--- config.mk ---
export PLATFORM = sky130hd
export DESIGN_NAME = channel_remap_table_builder_core
export DESIGN_NICKNAME = d
export VERILOG_FILES = /design/src/rtl/crtb_pkg.sv /design/src/rtl/crtb_ram.sv /design/src/rtl/crtb_ctrl.sv /design/src/rtl/crtb_dpath.sv /design/src/rtl/channel_remap_table_builder_core.sv
export SDC_FILE = /design/constraint.sdc
export NUM_CORES = 1
export LEC_CHECK = 0
export ABC_AREA = 1
export BUFFER_PORTS_ARGS = -buffer_cell sky130_fd_sc_hd__buf_2
export CAP_MARGIN = 25
export CORE_AREA = 2 2 153 155
export CTS_CLUSTER_DIAMETER = 50
export DETAILED_ROUTE_END_ITERATION = 8
export DIE_AREA = 0 0 155 157
export GPL_TIMING_DRIVEN = 0
export HOLD_SLACK_MARGIN = 0.02
export PLACE_DENSITY = 0.83
export SETUP_SLACK_MARGIN = 0.05
export SYNTH_ARGS = -nofsm -noshare
export SYNTH_HDL_FRONTEND = slang
export SYNTH_SLANG_ARGS = --single-unit
--- constraint.sdc ---
create_clock -name clk -period 3.65 [get_ports clk]
set_clock_uncertainty 0.1 [all_clocks]
set_input_delay 0.365 -clock clk [delete_from_list [all_inputs] [get_ports clk]]
set_output_delay 0.365 -clock clk [all_outputs]
set_load 0.02 [all_outputs]
--- src/rtl/crtb_pkg.sv ---
`timescale 1ns / 1ps
`default_nettype none
// ----------------------------------------------------------------------------
// Channel remap table builder package
// Shared types and constants for the controller, datapath and top level.
// ----------------------------------------------------------------------------
package crtb_pkg;

  // Width of the channel and mapped_channel result fields.
  localparam int CH_W = 6;

  // Commands from the controller to the datapath.
  typedef struct packed {
    logic load;   // capture a new map and clear the counters
    logic scan;   // one step of the compaction pass
    logic emit;   // one step of the emission pass
  } cmd_t;

  // Status from the datapath to the controller.
  typedef struct packed {
    logic chan_last;  // channel counter sits on the final channel
  } stat_t;

endpackage
`default_nettype wire

--- src/rtl/crtb_ram.sv ---
`timescale 1ns / 1ps
`default_nettype none
// ----------------------------------------------------------------------------
// Generic simple dual-port RAM
// One write port and one read port, with registered read data.
// ----------------------------------------------------------------------------
module crtb_ram #(
  parameter int WIDTH = 6,
  parameter int DEPTH = 37,
  localparam int ADDR_W = (DEPTH > 1) ? $clog2(DEPTH) : 1
) (
  input  wire logic              clk,
  input  wire logic              we,
  input  wire logic [ADDR_W-1:0] waddr,
  input  wire logic [WIDTH-1:0]  wdata,
  input  wire logic [ADDR_W-1:0] raddr,
  output logic      [WIDTH-1:0]  rdata
);

  logic [WIDTH-1:0] mem [DEPTH];

  always_ff @(posedge clk) begin
    if (we) begin
      mem[waddr] <= wdata;
    end
    rdata <= mem[raddr];
  end

endmodule
`default_nettype wire

--- src/rtl/crtb_ctrl.sv ---
`timescale 1ns / 1ps
`default_nettype none
// ----------------------------------------------------------------------------
// Channel remap table builder controller
// Sequences the compaction pass, the emission pass and the final drain cycle.
// ----------------------------------------------------------------------------
module crtb_ctrl (
  input  wire logic           clk,
  input  wire logic           rst,
  input  wire logic           start,
  input  wire crtb_pkg::stat_t stat,
  output crtb_pkg::cmd_t      cmd,
  output logic                busy
);

  typedef enum logic [3:0] {
    ST_IDLE  = 4'b0001,
    ST_SCAN  = 4'b0010,
    ST_EMIT  = 4'b0100,
    ST_DRAIN = 4'b1000
  } state_t;

  state_t state;
  state_t state_next;

  always_ff @(posedge clk) begin
    if (rst) begin
      state <= ST_IDLE;
    end else begin
      state <= state_next;
    end
  end

  always_comb begin
    state_next = state;
    cmd        = '0;
    unique case (state)
      ST_IDLE: begin
        if (start) begin
          cmd.load   = 1'b1;
          state_next = ST_SCAN;
        end
      end
      ST_SCAN: begin
        cmd.scan = 1'b1;
        if (stat.chan_last) begin
          state_next = ST_EMIT;
        end
      end
      ST_EMIT: begin
        cmd.emit = 1'b1;
        if (stat.chan_last) begin
          state_next = ST_DRAIN;
        end
      end
      ST_DRAIN: begin
        // The final result is on the ports during this cycle.
        state_next = ST_IDLE;
      end
      default: begin
        state_next = ST_IDLE;
      end
    endcase
  end

  assign busy = (state != ST_IDLE);

endmodule
`default_nettype wire

--- src/rtl/crtb_dpath.sv ---
`timescale 1ns / 1ps
`default_nettype none
// ----------------------------------------------------------------------------
// Channel remap table builder datapath
// Holds the rotating map, the channel and modulo counters, the used-channel
// list memory and the result stage.
// ----------------------------------------------------------------------------
module crtb_dpath #(
  parameter int NUM_CHANNELS = 37
) (
  input  wire logic                      clk,
  input  wire logic                      rst,
  input  wire crtb_pkg::cmd_t            cmd,
  input  wire logic [NUM_CHANNELS-1:0]   use_map,
  output crtb_pkg::stat_t                stat,
  output logic                           strobe,
  output logic [crtb_pkg::CH_W-1:0]      channel,
  output logic [crtb_pkg::CH_W-1:0]      mapped_channel,
  output logic                           last,
  output logic                           map_empty
);

  localparam int IDX_W  = (NUM_CHANNELS > 1) ? $clog2(NUM_CHANNELS) : 1;
  localparam int USED_W = $clog2(NUM_CHANNELS + 1);

  logic [NUM_CHANNELS-1:0] scan_map;
  logic [IDX_W-1:0]        chan;
  logic [USED_W-1:0]       used;
  logic [IDX_W-1:0]        mod_idx;
  logic                    chan_last;
  logic                    mod_wrap;
  logic [IDX_W-1:0]        rdata;

  // Result stage registers.
  logic                    out_valid;
  logic [IDX_W-1:0]        out_chan;
  logic                    out_used_bit;
  logic                    out_last;

  assign chan_last      = (chan == IDX_W'(NUM_CHANNELS - 1));
  assign mod_wrap       = ((USED_W'(mod_idx) + USED_W'(1)) == used);
  assign stat.chan_last = chan_last;

  always_ff @(posedge clk) begin
    if (cmd.load) begin
      scan_map <= use_map;
      chan     <= '0;
      used     <= '0;
      mod_idx  <= '0;
    end else if (cmd.scan || cmd.emit) begin
      // Rotating the map keeps the bit for the current channel at bit 0 and
      // restores the original map after each full pass.
      scan_map <= (scan_map >> 1) | (scan_map << (NUM_CHANNELS - 1));
      chan     <= chan_last ? '0 : chan + IDX_W'(1);
      if (cmd.scan && scan_map[0]) begin
        used <= used + USED_W'(1);
      end
      if (cmd.emit) begin
        mod_idx <= mod_wrap ? '0 : mod_idx + IDX_W'(1);
      end
    end
  end

  crtb_ram #(
    .WIDTH (IDX_W),
    .DEPTH (NUM_CHANNELS)
  ) u_list (
    .clk   (clk),
    .we    (cmd.scan && scan_map[0]),
    .waddr (used[IDX_W-1:0]),
    .wdata (chan),
    .raddr (mod_idx),
    .rdata (rdata)
  );

  always_ff @(posedge clk) begin
    if (rst) begin
      out_valid <= 1'b0;
    end else begin
      out_valid <= cmd.emit;
    end
  end

  always_ff @(posedge clk) begin
    out_chan     <= chan;
    out_used_bit <= scan_map[0];
    out_last     <= chan_last;
  end

  assign strobe    = out_valid;
  assign channel   = crtb_pkg::CH_W'(out_chan);
  assign last      = out_last;
  assign map_empty = (used == '0);

  always_comb begin
    priority if (map_empty) begin
      mapped_channel = '0;
    end else if (out_used_bit) begin
      mapped_channel = crtb_pkg::CH_W'(out_chan);
    end else begin
      mapped_channel = crtb_pkg::CH_W'(rdata);
    end
  end

endmodule
`default_nettype wire

--- src/rtl/channel_remap_table_builder_core.sv ---
`timescale 1ns / 1ps
`default_nettype none
// ----------------------------------------------------------------------------
// Channel remap table builder
// Builds the channel remap table of the channel selection remap scheme from
// one channel-use map per request.
// ----------------------------------------------------------------------------
// A request is taken when start is high while busy is low. The block then
// makes one compaction pass over the map, one channel per cycle, writing the
// ascending list of used channels into a small RAM, followed by one emission
// pass that presents one result per cycle on strobe, in ascending channel
// order, with last on the final channel. The single channel counter walks
// the map twice, and the list RAM read is registered. The receiver cannot
// stall; every result is valid for exactly the one cycle in which strobe is
// high, and the results of a request come on consecutive cycles.
//
// A used channel maps to itself. An unused channel c maps to entry
// (c mod U) of the list of the U used channels; the modulo index is kept by
// a counter that wraps at U, so no divider is needed. When no channel is in
// use, every result reports mapped_channel 0 with map_empty set.
// ----------------------------------------------------------------------------
module channel_remap_table_builder_core #(
  parameter int NUM_CHANNELS = 37
) (
  input  wire logic                      clk,
  input  wire logic                      rst,
  input  wire logic                      start,
  output logic                           busy,
  input  wire logic [NUM_CHANNELS-1:0]   use_map,
  output logic                           strobe,
  output logic [crtb_pkg::CH_W-1:0]      channel,
  output logic [crtb_pkg::CH_W-1:0]      mapped_channel,
  output logic                           last,
  output logic                           map_empty
);

  crtb_pkg::cmd_t  cmd;
  crtb_pkg::stat_t stat;

  // The controller sequences the passes; it only accepts a start in idle.
  crtb_ctrl u_ctrl (
    .clk   (clk),
    .rst   (rst),
    .start (start),
    .stat  (stat),
    .cmd   (cmd),
    .busy  (busy)
  );

  // The datapath holds the map, the counters, the list RAM and the result
  // stage that drives the result ports.
  crtb_dpath #(
    .NUM_CHANNELS (NUM_CHANNELS)
  ) u_dpath (
    .clk            (clk),
    .rst            (rst),
    .cmd            (cmd),
    .use_map        (use_map),
    .stat           (stat),
    .strobe         (strobe),
    .channel        (channel),
    .mapped_channel (mapped_channel),
    .last           (last),
    .map_empty      (map_empty)
  );

endmodule
`default_nettype wire

==> run_results.csv <==
group,metric,value,unit
setup_path,cpPeakStageDelay,670,ps
routing,wirelength,32790,um
synthesis,syn_inst,1135,
setup_path,critPathMaxFanout,10,
global_routing,gr-total-overflow,0,
final_layout,nets,1306,
power_and_ir_drop,ir_drop,0.0003569,V
routing,drc,0,
setup_path,cp-end-kind,"register",
global_routing,grt_pass1_vias,9103,
clock_tree,cts.clk_slew.worst_paths,60,ps
sta,max_freq,380.8,MHz
setup_path,worst-setup-path-type,"reg -> reg",
sta,slew_violations,0,
sta,grt_setup_unrepaired,"no",
global_routing,grt_pass1_wl,49450,um
clock_tree,clk_latency,570,ps
routing,vias_per_cell,6.001,
synthesis,ys_types,29,
setup_path,crit_required,3760,ps
clock_tree,cts_buffer_depth,3,
sta,period_minus_slack,2626,ps
global_routing,grt_max_degree,45,
sta,slew_headroom,0.3138,
routing,routedWlPerCell,20.84,um
clock_tree,htree_levels,1,
setup_path,cp.arrival,2730,ps
sta,finalSetupViolations,0,
setup_path,cp_slowest_cell,"nor2_1",
synthesis,syn_nets,1180,
final_layout,final_cell_count_no_fill,1573,
min_path,min_path_type,"in -> reg",
die,rows,55,
die,fp.dieH,157,um
synthesis,ys.warnings.count,0,
synthesis,avgSynthCellArea,10.81,um2
final_layout,fill_cells,1599,
sta,tightest_slew,1029,ps
job,maxCapViolCount,0,
die,start_util,0.5453,
routing,detailedRoute.firstIterationViolations,1243,
synthesis,netlist_area,12270,um2
clock_tree,cts_tree,"built",
setup_path,critPathLaunchType,"register",
die,io_pins,56,
placed_design,port_buffers,55,
run_status,status,"finished, final reports clean",
routing,postRouteAntennaNets,0,
die,core,22500,um2
placed_design,dpl.cell_count,1477,
power_and_ir_drop,p_total,7.304,mW
placed_design,gp_congestion,0.9581,
global_routing,antenna_found_initial,0,
setup_path,regToRegSetupSlack,1020,ps
die,die_area,24340,um2
clock_tree,cts.sink_count,296,
global_routing,grt.total_usage,0.2693,
clock_tree,cts_buffers,31,
routing,via_count,9439,
die,die-width,155,um
clock_tree,root_buffer,"clkbuf_16",
clock_tree,cts_resized,0,
placed_design,dp_hpwl,19960,um
synthesis,ys_seq_elements,296,
power_and_ir_drop,p_per_area,508.3,nW/um2
power_and_ir_drop,p_leak,5.559,nW
synthesis,yosysSeqAreaShare,0.6941,
final_layout,drive_gt1_frac,0.1345,
final_layout,fin_util,0.6386,
routing,first_pass_iters,6,
sta,min_period_over_period,0.7195,
clock_tree,cts_hold_buf,36,
setup_path,path_cells,"inv_1 > nor2_2 > nand4_1 > nor2_1",
sta,hold_viol_final,0,
sta,tns,0,ps
clock_tree,cts_setup_buffers,0,
final_layout,synthToLayoutAreaGrowth,17.10,%
==> critical path: cells and delay by family (launching register included) <==
| kind | cells | cell delay, ps |
|---|---|---|
| DFF | 1 | 380 |
| buffers and inverters | 1 | 140 |
| and+or+nand+nor | 3 | 1660 |
==> cell families after synthesis <==
| logic type | share of synthesized area |
|---|---|
| compound gates | 0.02824 |
| fa+ha+maj | 0.005098 |
| buf+inv | 0.03589 |
| simple gates | 0.2290 |
| xor+xnor | 0.002142 |
| mux | 0.005505 |
| flops | 0.6941 |
==> placed cells by master (no fill, tap or decap), types with 6 or more instances in the layout <==
cell type | synthesis | routed
buf_4 | 10 | 10
clkbuf_16 | 0 | 31
nor2_1 | 60 | 60
clkbuf_8 | 0 | 6
buf_2 | 31 | 86
nand3_1 | 190 | 190
o211ai_1 | 6 | 6
dlygate4sd3_1 | 0 | 36
mux2_2 | 6 | 6
o221ai_1 | 6 | 6
dfxtp_1 | 37 | 32
nand2_1 | 403 | 402
nand4_1 | 6 | 6
inv_1 | 31 | 31
edfxtp_1 | 259 | 259
clkbuf_1 | 12 | 17
a21oi_1 | 17 | 17
o21ai_0 | 28 | 28
==> per-stage QoR <==
| step | instance area (um2) | hold slack [ps] | worst slack [ps] |
|---|---|---|---|
| 3_3_place_gp | 12900 | 257.4 | 909.2 |
| 3_5_place_dp | 12950 | 270.0 | 1137 |
| 4_1_cts | 14370 | 27.16 | 1063 |
| 2_1_floorplan | 12270 | 248.0 | 1352 |
| 5_1_grt | 14370 | 38.03 | 886.9 |
| 6_report | 14370 | 41.15 | 1024 |
==> final timing paths <==
| kind | start | end | depth (start not counted) |
|---|---|---|---|
| setup / recovery | u_dpath.scan_map[0] | u_dpath.u_list.mem[20][1] | 4 |
| setup reg to reg | u_dpath.scan_map[0] | u_dpath.u_list.mem[20][1] | 4 |
| hold reg to reg | u_dpath.scan_map[0] | u_dpath.out_used_bit | 0 |
| hold / removal | use_map[14] | u_dpath.scan_map[14] | 3 |
==> routing by layer <==
layer / up-vias / track usage / wire length, um / part of all wire
li1: 4175 / - / - / -
met4: 0 / 0.1177 / 1432 / 0.044
met1: 4391 / 0.3526 / 11840 / 0.36
met2: 742 / 0.4421 / 15400 / 0.47
met3: 131 / 0.05259 / 4112 / 0.13
met5: - / 0 / 0 / 0
==> where the power goes <==
part,switching (mW),leakage [nW],internal (mW)
clock network,1.31,0.512,1.90
logic,0.191,2.40,0.104
registers,0.0509,2.65,3.74
==> cell usage after synthesis (all sizes together) <==
cell    number  share of area
o21ai       28          0.011
dfxtp       37          0.060
o221ai       6         0.0043
nor3         1        0.00082
inv         36          0.011
o211a        1        0.00082
nand2      403           0.12
nor4         1        0.00051
o21bai       1        0.00061
o22ai        1        0.00051
clkbuf      12         0.0037
xor2         3         0.0021
buf         46          0.020
edfxtp     259           0.63
o211ai       6         0.0037
nor2        63          0.020
a21oi       17         0.0069
clkinv       3        0.00092
nand3      192          0.079
ha           5         0.0051
nand3b       1        0.00061
nand4        7         0.0048
mux2         6         0.0055
==> final cells by class <==
cell class | count | area [um2] | area share
flip-flops and latches | 296 | 8524 | 0.5932
multi-input cells | 742 | 3316 | 0.2307
clock buffers | 42 | 877.1 | 0.06104
repair buffers | 93 | 673.1 | 0.04684
well taps | 285 | 356.6 | 0.02482
plain buffers | 58 | 294.0 | 0.02046
clock inverters | 16 | 177.7 | 0.01236
inverters | 39 | 146.4 | 0.01019
diodes | 2 | 5.005 | 0.0003483
==> sequential cells by signal, summed over array words and instances, names as in the netlist <==
signal / count
u_dpath.out_used_bit: 1
u_dpath.u_list.mem: 222
u_dpath.u_list.rdata: 6
u_ctrl.state: 4
u_dpath.used: 6
u_dpath.last: 1
u_dpath.channel: 6
u_dpath.mod_idx: 6
u_dpath.chan: 6
u_dpath.strobe: 1
u_dpath.scan_map: 37
(Power assumes the default switching activity.)
